File: src/hw/rtl/signal_channel_state_merge_defines.svh
// Assertion macros for the signal channel state merge block
`ifndef SIGNAL_CHANNEL_STATE_MERGE_DEFINES_SVH
`define SIGNAL_CHANNEL_STATE_MERGE_DEFINES_SVH

// Check a property outside reset
`define SCSM_ASSERT(label, prop) \
  label: assert property (@(posedge clk) disable iff (!rst_n) prop) \
    else $error("scsm assertion failed");

// Check a property on every clock edge, reset included
`define SCSM_ASSERT_ALWAYS(label, prop) \
  label: assert property (@(posedge clk) prop) \
    else $error("scsm assertion failed");

`endif

File: src/hw/rtl/scsm_pkg.sv
package scsm_pkg;

  // Field widths
  localparam int unsigned CHANNELS_DEF = 32;
  localparam int unsigned MASK_W       = 32;
  localparam int unsigned LAMP_W       = 3;
  localparam int unsigned ST_W         = 4;
  localparam int unsigned CD_W         = 16;
  localparam int unsigned IDX_W        = 5;
  localparam int unsigned SECS_W       = 8;
  localparam int unsigned CFG_IDX_W    = 1;
  localparam int unsigned CFG_DATA_W   = 8;

  // Opcodes
  localparam logic OP_MERGE = 1'b0;
  localparam logic OP_FLUSH = 1'b1;

  // Register indexes
  localparam logic [CFG_IDX_W-1:0] REG_YELLOW_FLASH = 1'b0;
  localparam logic [CFG_IDX_W-1:0] REG_RED_FLASH    = 1'b1;

  // Lamp state codes
  localparam logic [ST_W-1:0] ST_INVALID      = 4'd0;
  localparam logic [ST_W-1:0] ST_GREEN        = 4'd1;
  localparam logic [ST_W-1:0] ST_GREEN_BLINK  = 4'd2;
  localparam logic [ST_W-1:0] ST_YELLOW       = 4'd3;
  localparam logic [ST_W-1:0] ST_RED_YELLOW   = 4'd4;
  localparam logic [ST_W-1:0] ST_ALL_RED      = 4'd5;
  localparam logic [ST_W-1:0] ST_RED          = 4'd6;
  localparam logic [ST_W-1:0] ST_YELLOW_BLINK = 4'd7;
  localparam logic [ST_W-1:0] ST_RED_BLINK    = 4'd8;

  typedef enum logic {
    FS_IDLE,
    FS_FLUSH
  } flush_state_t;

  // Offer broadcast to every cell
  typedef struct packed {
    logic [ST_W-1:0] offer_st;
    logic [ST_W-1:0] store_st;
    logic [CD_W-1:0] secs;
  } offer_t;

  typedef struct packed {
    logic merge;
    logic shift;
  } cell_ctrl_t;

  typedef struct packed {
    logic             busy;
    logic             valid;
    logic             last;
    logic [IDX_W-1:0] index;
  } flush_stat_t;

  // Priority rule: does a channel holding cur/cnt take offer nst/t
  function automatic logic offer_taken(input logic [ST_W-1:0] cur,
                                       input logic [CD_W-1:0] cnt,
                                       input logic [ST_W-1:0] nst,
                                       input logic [CD_W-1:0] t);
    logic taken;
    taken = 1'b0;
    if (cur == nst) begin
      if (nst inside {ST_GREEN, ST_GREEN_BLINK, ST_YELLOW, ST_RED_YELLOW}) begin
        taken = (cnt < t);
      end else if (nst inside {ST_ALL_RED, ST_RED}) begin
        taken = (cnt > t);
      end
    end else begin
      case (cur)
        ST_INVALID, ST_RED: taken = 1'b1;
        ST_ALL_RED:         taken = (nst != ST_RED);
        ST_RED_YELLOW:      taken = nst inside {ST_YELLOW, ST_GREEN_BLINK, ST_GREEN};
        ST_YELLOW:          taken = nst inside {ST_GREEN_BLINK, ST_GREEN};
        ST_GREEN_BLINK:     taken = (nst == ST_GREEN);
        default:            taken = 1'b0;
      endcase
    end
    return taken;
  endfunction

endpackage

File: src/hw/rtl/scsm_in_if.sv
interface scsm_in_if;
  logic                          valid;
  logic                          ready;
  logic                          opcode;
  logic [scsm_pkg::MASK_W-1:0]   channel_mask;
  logic [scsm_pkg::LAMP_W-1:0]   lamp_state;
  logic [scsm_pkg::CD_W-1:0]     seconds_left;

  modport source (output valid, opcode, channel_mask, lamp_state, seconds_left,
                  input ready);
  modport sink (input valid, opcode, channel_mask, lamp_state, seconds_left,
                output ready);
endinterface

File: src/hw/rtl/scsm_out_if.sv
interface scsm_out_if;
  logic                        valid;
  logic                        ready;
  logic [scsm_pkg::IDX_W-1:0]  channel_index;
  logic [scsm_pkg::ST_W-1:0]   channel_state;
  logic [scsm_pkg::CD_W-1:0]   channel_countdown;
  logic                        last_of_frame;

  modport source (output valid, channel_index, channel_state, channel_countdown,
                  last_of_frame, input ready);
  modport sink (input valid, channel_index, channel_state, channel_countdown,
                last_of_frame, output ready);
endinterface

File: src/hw/rtl/scsm_cfg_if.sv
interface scsm_cfg_if;
  logic                             valid;
  logic                             ready;
  logic [scsm_pkg::CFG_IDX_W-1:0]   index;
  logic [scsm_pkg::CFG_DATA_W-1:0]  data;

  modport source (output valid, index, data, input ready);
  modport sink (input valid, index, data, output ready);
endinterface

File: src/hw/rtl/scsm_cell.sv
module scsm_cell (
  input  logic                           clk,
  input  logic                           rst_n,
  input  scsm_pkg::cell_ctrl_t           ctrl,
  input  scsm_pkg::offer_t               offer,
  input  logic [scsm_pkg::ST_W-1:0]      nb_st,
  input  logic [scsm_pkg::CD_W-1:0]      nb_cd,
  output logic [scsm_pkg::ST_W-1:0]      st,
  output logic [scsm_pkg::CD_W-1:0]      cd
);

  logic [scsm_pkg::ST_W-1:0] st_r, st_nxt;
  logic [scsm_pkg::CD_W-1:0] cd_r, cd_nxt;

  // Shift in the neighbour's word on flush, else merge the offer when allowed
  always_comb begin
    st_nxt = st_r;
    cd_nxt = cd_r;
    if (ctrl.shift) begin
      st_nxt = nb_st;
      cd_nxt = nb_cd;
    end else if (ctrl.merge &&
                 scsm_pkg::offer_taken(st_r, cd_r, offer.offer_st, offer.secs)) begin
      st_nxt = offer.store_st;
      cd_nxt = offer.secs;
    end
  end

  always_ff @(posedge clk) begin
    if (!rst_n) begin
      st_r <= scsm_pkg::ST_INVALID;
      cd_r <= '0;
    end else begin
      st_r <= st_nxt;
      cd_r <= cd_nxt;
    end
  end

  assign st = st_r;
  assign cd = cd_r;

endmodule

File: src/hw/rtl/scsm_flush_ctrl.sv
module scsm_flush_ctrl #(
  parameter int unsigned CHANNELS = scsm_pkg::CHANNELS_DEF
) (
  input  logic                   clk,
  input  logic                   rst_n,
  input  logic                   flush_start,
  input  logic                   out_ready,
  output scsm_pkg::flush_stat_t  stat
);

  localparam logic [scsm_pkg::IDX_W-1:0] LAST_IDX = scsm_pkg::IDX_W'(CHANNELS - 1);

  scsm_pkg::flush_state_t     state_r, state_nxt;
  logic [scsm_pkg::IDX_W-1:0] cnt_r, cnt_nxt;
  logic                       out_fire;

  assign out_fire = stat.valid && out_ready;

  // Next state: start a run, advance per word taken, stop after the last
  always_comb begin
    state_nxt = state_r;
    cnt_nxt   = cnt_r;
    case (state_r)
      scsm_pkg::FS_IDLE: begin
        if (flush_start) begin
          state_nxt = scsm_pkg::FS_FLUSH;
          cnt_nxt   = '0;
        end
      end
      scsm_pkg::FS_FLUSH: begin
        if (out_fire) begin
          if (cnt_r == LAST_IDX) begin
            state_nxt = scsm_pkg::FS_IDLE;
          end else begin
            cnt_nxt = cnt_r + 1'b1;
          end
        end
      end
      default: state_nxt = scsm_pkg::FS_IDLE;
    endcase
  end

  // Outputs
  always_comb begin
    stat.busy  = (state_r == scsm_pkg::FS_FLUSH);
    stat.valid = (state_r == scsm_pkg::FS_FLUSH);
    stat.last  = (cnt_r == LAST_IDX);
    stat.index = cnt_r;
  end

  always_ff @(posedge clk) begin
    if (!rst_n) begin
      state_r <= scsm_pkg::FS_IDLE;
      cnt_r   <= '0;
    end else begin
      state_r <= state_nxt;
      cnt_r   <= cnt_nxt;
    end
  end

endmodule

File: src/hw/rtl/signal_channel_state_merge.sv
// Merge: one word per cycle, back to back while no flush run holds off the input; the
//   cells hold the result in the next cycle.
// Flush: CHANNELS words from the next cycle on, one per cycle while the sink takes them,
//   set by the cell chain shifting one place per word; no input taken then.
// Reset (rst_n low, synchronous): all channels invalid with zero countdown, registers zero.
`include "signal_channel_state_merge_defines.svh"

module signal_channel_state_merge #(
  parameter int unsigned CHANNELS = scsm_pkg::CHANNELS_DEF
) (
  input  logic         clk,
  input  logic         rst_n,
  scsm_in_if.sink      in_bus,
  scsm_out_if.source   out_bus,
  scsm_cfg_if.sink     cfg_bus
);

  logic                            yflash_r;
  logic [scsm_pkg::SECS_W-1:0]     rflash_r;
  scsm_pkg::flush_stat_t           stat;
  scsm_pkg::offer_t                offer;
  logic                            in_fire;
  logic                            flush_go;
  logic                            merge_go;
  logic                            shift;
  logic [scsm_pkg::IDX_W-1:0]      idx_inc;
  logic                            head_clear;
  logic [scsm_pkg::ST_W-1:0]       st_w [CHANNELS+1];
  logic [scsm_pkg::CD_W-1:0]       cd_w [CHANNELS+1];

  // Configuration registers
  assign cfg_bus.ready = 1'b1;

  always_ff @(posedge clk) begin
    if (!rst_n) begin
      yflash_r <= 1'b0;
      rflash_r <= '0;
    end else if (cfg_bus.valid) begin
      case (cfg_bus.index)
        scsm_pkg::REG_YELLOW_FLASH: yflash_r <= cfg_bus.data[0];
        scsm_pkg::REG_RED_FLASH:    rflash_r <= cfg_bus.data;
        default: ;
      endcase
    end
  end

  // Input handshake; hold off during a flush run
  assign in_bus.ready = !stat.busy;
  assign in_fire      = in_bus.valid && in_bus.ready;
  assign flush_go     = in_fire && (in_bus.opcode == scsm_pkg::OP_FLUSH);

  // Build the offer and its stored form once for all cells
  always_comb begin
    offer.offer_st = {1'b0, in_bus.lamp_state};
    offer.secs     = in_bus.seconds_left;
    offer.store_st = offer.offer_st;
    if (offer.offer_st == scsm_pkg::ST_YELLOW && yflash_r) begin
      offer.store_st = scsm_pkg::ST_YELLOW_BLINK;
    end else if (offer.offer_st == scsm_pkg::ST_RED &&
                 {{(scsm_pkg::CD_W-scsm_pkg::SECS_W){1'b0}}, rflash_r} >= in_bus.seconds_left)
    begin
      offer.store_st = scsm_pkg::ST_RED_BLINK;
    end
  end

  // Drop offers of invalid or yellow blink
  assign merge_go = in_fire && (in_bus.opcode == scsm_pkg::OP_MERGE) &&
                    (offer.offer_st != scsm_pkg::ST_INVALID) &&
                    (offer.offer_st != scsm_pkg::ST_YELLOW_BLINK);

  scsm_flush_ctrl #(
    .CHANNELS (CHANNELS)
  ) u_flush_ctrl (
    .clk         (clk),
    .rst_n       (rst_n),
    .flush_start (flush_go),
    .out_ready   (out_bus.ready),
    .stat        (stat)
  );

  // Advance the chain one place per word taken; the end feeds in cleared words
  assign shift = stat.valid && out_bus.ready;
  assign st_w[CHANNELS] = scsm_pkg::ST_INVALID;
  assign cd_w[CHANNELS] = '0;

  for (genvar i = 0; i < CHANNELS; i++) begin : g_cell
    scsm_pkg::cell_ctrl_t ctrl;
    assign ctrl.merge = merge_go && in_bus.channel_mask[i];
    assign ctrl.shift = shift;

    scsm_cell u_cell (
      .clk   (clk),
      .rst_n (rst_n),
      .ctrl  (ctrl),
      .offer (offer),
      .nb_st (st_w[i+1]),
      .nb_cd (cd_w[i+1]),
      .st    (st_w[i]),
      .cd    (cd_w[i])
    );
  end

  // Result word comes from the head of the chain
  assign out_bus.valid             = stat.valid;
  assign out_bus.channel_index     = stat.index;
  assign out_bus.channel_state     = st_w[0];
  assign out_bus.channel_countdown = cd_w[0];
  assign out_bus.last_of_frame     = stat.last;

  // Helpers for the checks
  assign idx_inc    = stat.index + 1'b1;
  assign head_clear = (st_w[0] == scsm_pkg::ST_INVALID) && (cd_w[0] == '0);

  // Checks
  `SCSM_ASSERT_ALWAYS(a_in_out_excl, !rst_n || !(in_bus.ready && out_bus.valid))
  `SCSM_ASSERT(a_flush_starts, flush_go |=> (stat.valid && stat.index == '0))
  `SCSM_ASSERT(a_index_steps, (shift && !stat.last) |=> (stat.valid && stat.index == $past(idx_inc)))
  `SCSM_ASSERT(a_frame_cleared, (shift && stat.last) |=> (in_bus.ready && head_clear))

endmodule
File: src/flat_wrapper.sv
// flat-port wrapper written by rule: the top's interface ports become plain ports
module signal_channel_state_merge_flat 
#(
  parameter int unsigned CHANNELS = scsm_pkg::CHANNELS_DEF
)
  (clk, rst_n, in_bus_valid, in_bus_opcode, in_bus_channel_mask, in_bus_lamp_state, in_bus_seconds_left, in_bus_ready, out_bus_valid, out_bus_channel_index, out_bus_channel_state, out_bus_channel_countdown, out_bus_last_of_frame, out_bus_ready, cfg_bus_valid, cfg_bus_index, cfg_bus_data, cfg_bus_ready);
  scsm_in_if in_bus_i ();
  scsm_out_if out_bus_i ();
  scsm_cfg_if cfg_bus_i ();
  input  logic clk;
  input  logic rst_n;
  input wire logic [$bits(in_bus_i.valid)-1:0] in_bus_valid;
  input wire logic [$bits(in_bus_i.opcode)-1:0] in_bus_opcode;
  input wire logic [$bits(in_bus_i.channel_mask)-1:0] in_bus_channel_mask;
  input wire logic [$bits(in_bus_i.lamp_state)-1:0] in_bus_lamp_state;
  input wire logic [$bits(in_bus_i.seconds_left)-1:0] in_bus_seconds_left;
  output wire logic [$bits(in_bus_i.ready)-1:0] in_bus_ready;
  output wire logic [$bits(out_bus_i.valid)-1:0] out_bus_valid;
  output wire logic [$bits(out_bus_i.channel_index)-1:0] out_bus_channel_index;
  output wire logic [$bits(out_bus_i.channel_state)-1:0] out_bus_channel_state;
  output wire logic [$bits(out_bus_i.channel_countdown)-1:0] out_bus_channel_countdown;
  output wire logic [$bits(out_bus_i.last_of_frame)-1:0] out_bus_last_of_frame;
  input wire logic [$bits(out_bus_i.ready)-1:0] out_bus_ready;
  input wire logic [$bits(cfg_bus_i.valid)-1:0] cfg_bus_valid;
  input wire logic [$bits(cfg_bus_i.index)-1:0] cfg_bus_index;
  input wire logic [$bits(cfg_bus_i.data)-1:0] cfg_bus_data;
  output wire logic [$bits(cfg_bus_i.ready)-1:0] cfg_bus_ready;
  assign in_bus_i.valid = in_bus_valid;
  assign in_bus_i.opcode = in_bus_opcode;
  assign in_bus_i.channel_mask = in_bus_channel_mask;
  assign in_bus_i.lamp_state = in_bus_lamp_state;
  assign in_bus_i.seconds_left = in_bus_seconds_left;
  assign in_bus_ready = in_bus_i.ready;
  assign out_bus_valid = out_bus_i.valid;
  assign out_bus_channel_index = out_bus_i.channel_index;
  assign out_bus_channel_state = out_bus_i.channel_state;
  assign out_bus_channel_countdown = out_bus_i.channel_countdown;
  assign out_bus_last_of_frame = out_bus_i.last_of_frame;
  assign out_bus_i.ready = out_bus_ready;
  assign cfg_bus_i.valid = cfg_bus_valid;
  assign cfg_bus_i.index = cfg_bus_index;
  assign cfg_bus_i.data = cfg_bus_data;
  assign cfg_bus_ready = cfg_bus_i.ready;
  signal_channel_state_merge #(.CHANNELS(CHANNELS)) u_core (.clk(clk), .rst_n(rst_n), .in_bus(in_bus_i), .out_bus(out_bus_i), .cfg_bus(cfg_bus_i));
endmodule
File: config.mk
export PLATFORM = sky130hd
export DESIGN_NAME = signal_channel_state_merge_flat
export DESIGN_NICKNAME = d
export VERILOG_FILES = /design/src/hw/rtl/scsm_pkg.sv /design/src/hw/rtl/scsm_in_if.sv /design/src/hw/rtl/scsm_out_if.sv /design/src/hw/rtl/scsm_cfg_if.sv /design/src/hw/rtl/scsm_cell.sv /design/src/hw/rtl/scsm_flush_ctrl.sv /design/src/hw/rtl/signal_channel_state_merge.sv /design/src/flat_wrapper.sv
export VERILOG_INCLUDE_DIRS = /design/src /design/src/hw/rtl
export SDC_FILE = /design/constraint.sdc
export NUM_CORES = 2
export LEC_CHECK = 0
export BUFFER_PORTS_ARGS = -buffer_cell sky130_fd_sc_hd__buf_2
export CAP_MARGIN = 20
export CELL_PAD_IN_SITES_DETAIL_PLACEMENT = 1
export CELL_PAD_IN_SITES_GLOBAL_PLACEMENT = 1
export CORE_MARGIN = 2
export CORE_UTILIZATION = 44
export CTS_BUF_LIST = sky130_fd_sc_hd__clkbuf_8 sky130_fd_sc_hd__clkbuf_16
export DETAILED_ROUTE_END_ITERATION = 8
export PLACE_DENSITY = 0.78
export SLEW_MARGIN = 20
export SYNTH_ARGS = -nofsm -noshare
export SYNTH_HDL_FRONTEND = slang
export SYNTH_SLANG_ARGS = --single-unit
export TNS_END_PERCENT = 10
File: constraint.sdc
create_clock -name clk -period 3.6 [get_ports clk]
set_input_delay 0.54 -clock clk [delete_from_list [all_inputs] [get_ports clk]]
set_output_delay 0.54 -clock clk [all_outputs]
set_load 0.005 [all_outputs]
Yosys cells after proc, flatten, opt, wreduce, memory -nomap -nowiden
Cells that the tools add are included.

storage, ports and cells
  output and inout port bits = 29
  word-level logic and storage cells = 813
  input port bits = 66
  bits in registers = 655

cells by class
  bitwise gates (word level) = 4
  $add $sub $neg = 1
  mux-type cells = 294
  $lt $le $gt $ge = 65
  eq/ne operators = 204
  reductions and logical operators = 177

operators with widths
  cell                                                                    count
  16-bit 2-to-1 mux                                                       62
  16-bit > comparator                                                     32
  16-bit less-than comparator                                             32
  4-bit by 3-bit equality test with 1-bit output (second input constant)  96
  4-bit by 2-bit equality test with 1-bit output (second input constant)  64
  4-bit 2-to-1 mux                                                        64
  1-bit one-hot mux with 5 select lines                                   32
  1-bit 2-to-1 mux                                                        131
  4-bit by 3-bit equality test with 1-bit output                          32
  4-bit logical NOT                                                       32
  1-bit logical AND                                                       72
  2-bit nonzero test                                                      33
  2-bit OR reduction                                                      33
  8-bit by 16-bit >= comparator with 1-bit output                         1
  5-bit 2-to-1 mux                                                        3
  5-bit one-hot mux with 2 select lines                                   1
  3-bit equality test (second input constant)                             3
  4-bit nonzero test                                                      2
  3-bit by 2-bit equality test with 1-bit output (second input constant)  2
  3-bit != test (second input constant)                                   2
  5-bit by 1-bit adder with 5-bit output (second input constant)          1
  5-bit equality test (second input constant)                             1
  2-bit by 1-bit != test with 1-bit output (second input constant)        2
  1-bit NOT                                                               4
  other kinds (7)                                                         8

Depth between registers and ports, before layout
  depth after elaboration = 9
  mapped depth = 13
  depth with buffers taken out = 9

Modules after synthesis
Synthesis repeated with hierarchy kept, for this count alone.

unflattened totals
  cell total of the unflattened synthesis = 6,436
  area total of the unflattened synthesis = 50,732.4 µm²

by module, submodules not included
  module                                   times used  area an instance (µm²)  cells an instance
  scsm_cell (u_core.g_cell[0].u_cell ...)  28          1,532.7                 196
  scsm_cell (u_core.g_cell[6].u_cell ...)  4           1,655.3                 199
  signal_channel_state_merge               1           889.6                   119
  scsm_flush_ctrl                          1           305.3                   33

Worst setup path after synthesis
Ideal clock, no wire load.

  path kind = input to register
  start point = input port in_bus_seconds_left[5]
  end point = register u_core.g_cell[31].u_cell.cd_r, in the netlist u_core.g_cell[31].u_cell.cd[7]
  library setup time = 0.157 ns
  path slack = -0.064 ns
  arrival time = 3.508 ns
  path buffers = 1
  stages = 10
  cells stage by stage = inv_1 -> ha_1 -> a21o_1 -> a21o_1 -> a21o_1 -> a2111oi_1 -> mux2_2 -> nor2_2 -> buf_2 -> o31ai_1

between the ends
  cells in the longest elaborated chain, start to end = 6
  elaborated cells between the ends (all ways) = 7
  those cells by class = 2 x order compare; 4 x mux; 1 x reduce/logical

ends and longest elaborated chain
  element                 line                source
  start: declaration      flat_wrapper.sv:16  input wire logic [$bits(in_bus_i.seconds_left)-1:0] in_bus_seconds_left;
  16-bit > comparator     scsm_pkg.sv:68      taken = (cnt > t);
  1-bit 2-to-1 mux        scsm_pkg.sv:67      end else if (nst inside {ST_ALL_RED, ST_RED}) begin
  1-bit 2-to-1 mux *      scsm_pkg.sv:65      if (nst inside {ST_GREEN, ST_GREEN_BLINK, ST_YELLOW, ST_RED_YELLOW}) begin
  1-bit 2-to-1 mux *      scsm_pkg.sv:64      if (cur == nst) begin
  1-bit 2-to-1 mux *      scsm_cell.sv:19     if (ctrl.shift) begin
  1-bit logical AND *     scsm_cell.sv:22     end else if (ctrl.merge &&
  end signal: assignment  scsm_cell.sv:35     cd_r <= cd_nxt;
  end: declaration        scsm_cell.sv:13     logic [scsm_pkg::CD_W-1:0] cd_r, cd_nxt;

Every way passes the cells marked *; elsewhere a longest branch is shown, timed or not. The select of a mux whose other input is x is not followed.
A chain may end at the register's enable or synchronous reset.

Worst setup path after layout
  start point = register u_core.g_cell[10].u_cell.cd_r, in the netlist u_core.g_cell[10].u_cell.cd[11]
  end point = register u_core.g_cell[10].u_cell.cd_r, in the netlist u_core.g_cell[10].u_cell.cd[12]

between the ends
  cells in the longest elaborated chain, start to end = 7
  elaborated cells between the ends (all ways) = 8
  those cells by class = 2 x order compare; 4 x mux; 2 x reduce/logical

ends and longest elaborated chain
  element                         line
  start: declaration              scsm_cell.sv:13
  start signal: assignment        scsm_cell.sv:35
  16-bit > comparator             scsm_pkg.sv:68
  1-bit 2-to-1 mux                scsm_pkg.sv:67
  1-bit 2-to-1 mux *              scsm_pkg.sv:65
  1-bit 2-to-1 mux *              scsm_pkg.sv:64
  1-bit 2-to-1 mux *              scsm_cell.sv:19
  1-bit logical AND *             scsm_cell.sv:22
  2-bit nonzero test (no line) *  --

Marks and branches as above.

==> impl_table.tex <==
\begin{tabular}{lr}
\hline
Metric & Value \\
\hline
\multicolumn{2}{l}{\textbf{Worst setup path}} \\
Worst Setup Path Type & flip-flop to flip-flop \\
Register-to-register setup slack & 510 ps \\
Reg-to-Reg End & u\_core.g\_cell[10].u\_cell.cd[12] \\
Worst R2R Start & u\_core.g\_cell[10].u\_cell.cd[11] \\
CP Max Fanout & 20 \\
Critical Path Sink Type & flip-flop \\
Sort of element at the start of the critical path & flip-flop \\
Arrival time of data at the critical path endpoint & 3590 ps \\
Register-to-Register Path Depth & 8 \\
Critical path required time & 4100 ps \\
\multicolumn{2}{l}{\textbf{Power and ir drop}} \\
Switching share of total power & 34.5\% \\
Power density over the cells & 428 nW/um\^{}2 \\
Reported net switching power & 7.72 mW \\
Sequential group share of total power & 37.9\% \\
Leakage & 19.7 nW \\
Relative contribution of the clock network to total power & 37.4\% \\
Share of power burned in combinational logic & 24.7\% \\
Internal Dissipation & 14.7 mW \\
Worst ir drop on vdd & 0.000333 V \\
\multicolumn{2}{l}{\textbf{Synth}} \\
Instance count of the mapped netlist & 5934 \\
Number of synthesized register bits & 655 \\
Top area cells in the synthesized netlist & sky130\_fd\_sc\_hd\_\_dfxtp\_1, sky130\_fd\_sc\_hd\_\_ha\_1, sky130\_fd\_sc\_hd\_\_a21oi\_1 \\
Number of warnings printed during yosys synthesis & 0 \\
Net Count, Synth & 6522 \\
Mean Syn Cell Area & 7.92 sq um \\
Yosys top cell area share & 27.9\% \\
Synthesized area & 47000 sq um \\
Top cell type by total area after synthesis & sky130\_fd\_sc\_hd\_\_dfxtp\_1 \\
Number of enable-type register cells in the synthesized netlist & 0 \\
Most repeated cell in the gate-level netlist after synthesis & sky130\_fd\_sc\_hd\_\_a21oi\_1 \\
Sequential-to-total area share from yosys stat & 27.9\% \\
Unique masters post-synth & 85 \\
Dominant synthesized flop cell & sky130\_fd\_sc\_hd\_\_dfxtp\_1 \\
Cell types with the highest counts after synthesis & sky130\_fd\_sc\_hd\_\_a21oi\_1, sky130\_fd\_sc\_hd\_\_dfxtp\_1, sky130\_fd\_sc\_hd\_\_o21ai\_0 \\
Proportion of register bits with asynchronous set or reset after synthesis & 0\% \\
\multicolumn{2}{l}{\textbf{Clocking}} \\
Max Buffers Root-to-Sink & 3 \\
CTS tree & done \\
Total clock buffers created by CTS & 82 \\
Sink count of the clock tree & 655 \\
Cell chosen for the clock root & sky130\_fd\_sc\_hd\_\_clkbuf\_16 \\
Post-CTS setup repair buffer count & 0 \\
Hold-fix buffers at CTS & 0 \\
Clock latency at the later pin of the worst-skew pair & 670 ps \\
CTS H-tree lvls & 3 \\
Clock-pin slew reported for the worst setup and hold paths after clock tree synthesis & 60 ps \\
Quantity of gates resized following cts & 0 \\
\multicolumn{2}{l}{\textbf{Die}} \\
Initial Utilization & 44.5\% \\
Die Footprint & 110000 sq um \\
Number of top-level design ports & 95 \\
FP Rows & 119 \\
Die width & 331 um \\
Floorplan core area & 106000 sq um \\
Height of the chip & 331 um \\
\multicolumn{2}{l}{\textbf{GRT}} \\
All-Layer GR Usage & 37.9\% \\
Via count of the first global-routing pass & 50300 \\
Initial antenna violation count & 9 \\
Overflow after GRT & 0 \\
Pin count of the biggest net entering global routing & 106 \\
First-pass GRT wire length & 318000 um \\
\multicolumn{2}{l}{\textbf{Min path}} \\
Cells on Worst Hold Path & 3 \\
Hold path startpoint & cfg\_bus\_data[5] \\
Min-Delay Path Class & input port to flip-flop \\
Worst Hold End & u\_core.rflash\_r[5] \\
\multicolumn{2}{l}{\textbf{Timing}} \\
Final number of hold-violating endpoints & 0 \\
Slew Viols, Final & 0 \\
Summed negative setup slack over all endpoints & 0 ps \\
Worst-margin pin slew & 882 ps \\
Remaining max-slew budget at the tightest pin & 40.6\% \\
Tightest hold margin & 147 ps \\
Setup violation total in the final timing report & 0 \\
Clock skew after layout & 21.6 ps \\
Final period utilization & 85.8\% \\
Final setup slack of the worst path & 511 ps \\
Setup repair after global routing missed its margin & false \\
Fmax & 0.324 GHz \\
Final critical delay including setup and external delays & 3090 ps \\
\multicolumn{2}{l}{\textbf{Run}} \\
Max Cap Viol & 0 \\
\multicolumn{2}{l}{\textbf{Route}} \\
Remaining antenna violation count after routing & 0 \\
Met3 Routed Length & 20800 um \\
Post-DR vias/cell & 7.10 \\
Highest routed metal layer & met5 \\
WL met1 & 87100 um \\
Post-route DRC & 0 \\
Initial DRC Count & 5643 \\
Total met2 wirelength after detailed routing & 92500 um \\
Final Routed Wirelength & 214000 um \\
Post-detailed-route wirelength per cell & 29.7 um \\
Via Count & 51300 \\
First-pass iteration count of the detailed router & 6 \\
\multicolumn{2}{l}{\textbf{Placed design}} \\
Half-perimeter wire length after detailed placement & 146000 um \\
Worst Setup Slack post-DPL & 34.0 ps \\
Port Buf Inserts & 93 \\
Weighted congestion at the end of routability-driven global placement & 0.934 \\
\multicolumn{2}{l}{\textbf{Outcome}} \\
Outcome & finished clean \\
\multicolumn{2}{l}{\textbf{Cells and area}} \\
Syn-to-layout area delta & 11.3\% \\
\# nets final & 6359 \\
Number of fill cells in the layout & 12600 \\
Post-layout util & 49.5\% \\
Fraction of layout cells with a size suffix above 1 & 11.0\% \\
\hline
\end{tabular}
## registers in the layout, summed over array words and instances (netlist names)
name                         flops
u_core.rflash_r                  8
u_core.u_flush_ctrl.state_r      1
u_core.g_cell.u_cell.cd        512
u_core.u_flush_ctrl.cnt_r        5
u_core.g_cell.u_cell.st        128
u_core.yflash_r                  1
## stage by stage
| stage | instances | power (mW) | instance area, sq um |
|---|---|---|---|
| 5_1_grt | 7223 | 23.1 | 52300 |
| 4_1_cts | 7223 | 22.2 | 52300 |
| 6_report | 7225 | 22.4 | 52300 |
| 2_1_floorplan | 5934 | 11.8 | 47000 |
| 3_5_place_dp | 7078 | 13.9 | 49700 |
| 3_3_place_gp | 7078 | 13.7 | 49700 |
## worst max path at each step
stage                               startpoint                               to  slack [ps]  cells past startpoint
6_report       u_core.g_cell[10].u_cell.cd[11]  u_core.g_cell[10].u_cell.cd[12]         510                      8
5_1_grt                 in_bus_seconds_left[1]   u_core.g_cell[16].u_cell.cd[0]         370                     11
4_1_cts        u_core.g_cell[10].u_cell.cd[11]  u_core.g_cell[10].u_cell.cd[12]         580                      8
3_5_place_dp            in_bus_seconds_left[1]   u_core.g_cell[14].u_cell.cd[0]          30                     12
3_3_place_gp            in_bus_seconds_left[7]  u_core.g_cell[10].u_cell.cd[14]          90                     11
2_1_floorplan           in_bus_seconds_left[1]   u_core.g_cell[31].u_cell.cd[7]          60                     10
## worst max-delay path, cell delays in order, from the launching register on
cell and delay, ps:
sky130_fd_sc_hd__dfxtp_1 390, sky130_fd_sc_hd__ha_1 380, sky130_fd_sc_hd__nand4_1 160, sky130_fd_sc_hd__nor4_1 400, sky130_fd_sc_hd__a21boi_0 220, sky130_fd_sc_hd__a2111o_1 170
sky130_fd_sc_hd__mux2_2 510, sky130_fd_sc_hd__a2111oi_0 550, sky130_fd_sc_hd__a311oi_1 130
## cells in the final DEF, fill, tap and decap left out, types with 138 or more instances in the layout
cell type                   n
sky130_fd_sc_hd__a21oi_1  771
sky130_fd_sc_hd__buf_4    200
sky130_fd_sc_hd__dfxtp_1  655
sky130_fd_sc_hd__ha_1     522
sky130_fd_sc_hd__nand3_1  596
sky130_fd_sc_hd__nand4_1  138
sky130_fd_sc_hd__nor2_1   142
sky130_fd_sc_hd__nor3_1   152
sky130_fd_sc_hd__o21ai_0  644
sky130_fd_sc_hd__o22ai_1  444
## layer usage
layer  vias up  global-route usage (%)
li1      22400                       -
met1     25500                    49.7
met2      2604                    57.5
met3       709                    7.90
met4         6                    22.4
met5         -                       0
## cells by family (layout without fill, tap and decap cells)
family,Yosys count,in the layout,share of synthesized area [%]
other,1,3,0.00797
adder cells (fa/ha/maj),522,522,13.9
XOR/XNOR,128,128,2.40
flip-flops,655,655,27.9
buffers and inverters,681,579,6.73
AO/OA/AOI/OAI,2407,2407,30.4
multiplexers,62,62,1.40
AND/OR/NAND/NOR,1478,1478,17.3
## cell type report
type / count / area, sq um / share of cell area [%]
Sequential cell: 655 / 13100 / 25.1
Clock buffer: 102 / 2380 / 4.55
Timing Repair Buffer: 380 / 3750 / 7.16
Antenna cell: 2 / 5.00 / 0.00956
Multi-Input combinational cell: 4598 / 30900 / 59.0
Tap cell: 1391 / 1740 / 3.33
Clock inverter: 43 / 272 / 0.519
Inverter: 54 / 206 / 0.394
## power by group through the flow
stage                     clock network [mW]  logic [mW]  registers (mW)
after floorplan                            0        3.63            8.19
after global placement                     0        5.11            8.56
after detailed placement                   0        5.33            8.58
after CTS                               8.38        5.38            8.43
after global routing                    8.70        5.94            8.51
final                                   8.38        5.53            8.48
(Power assumes the default switching activity.)
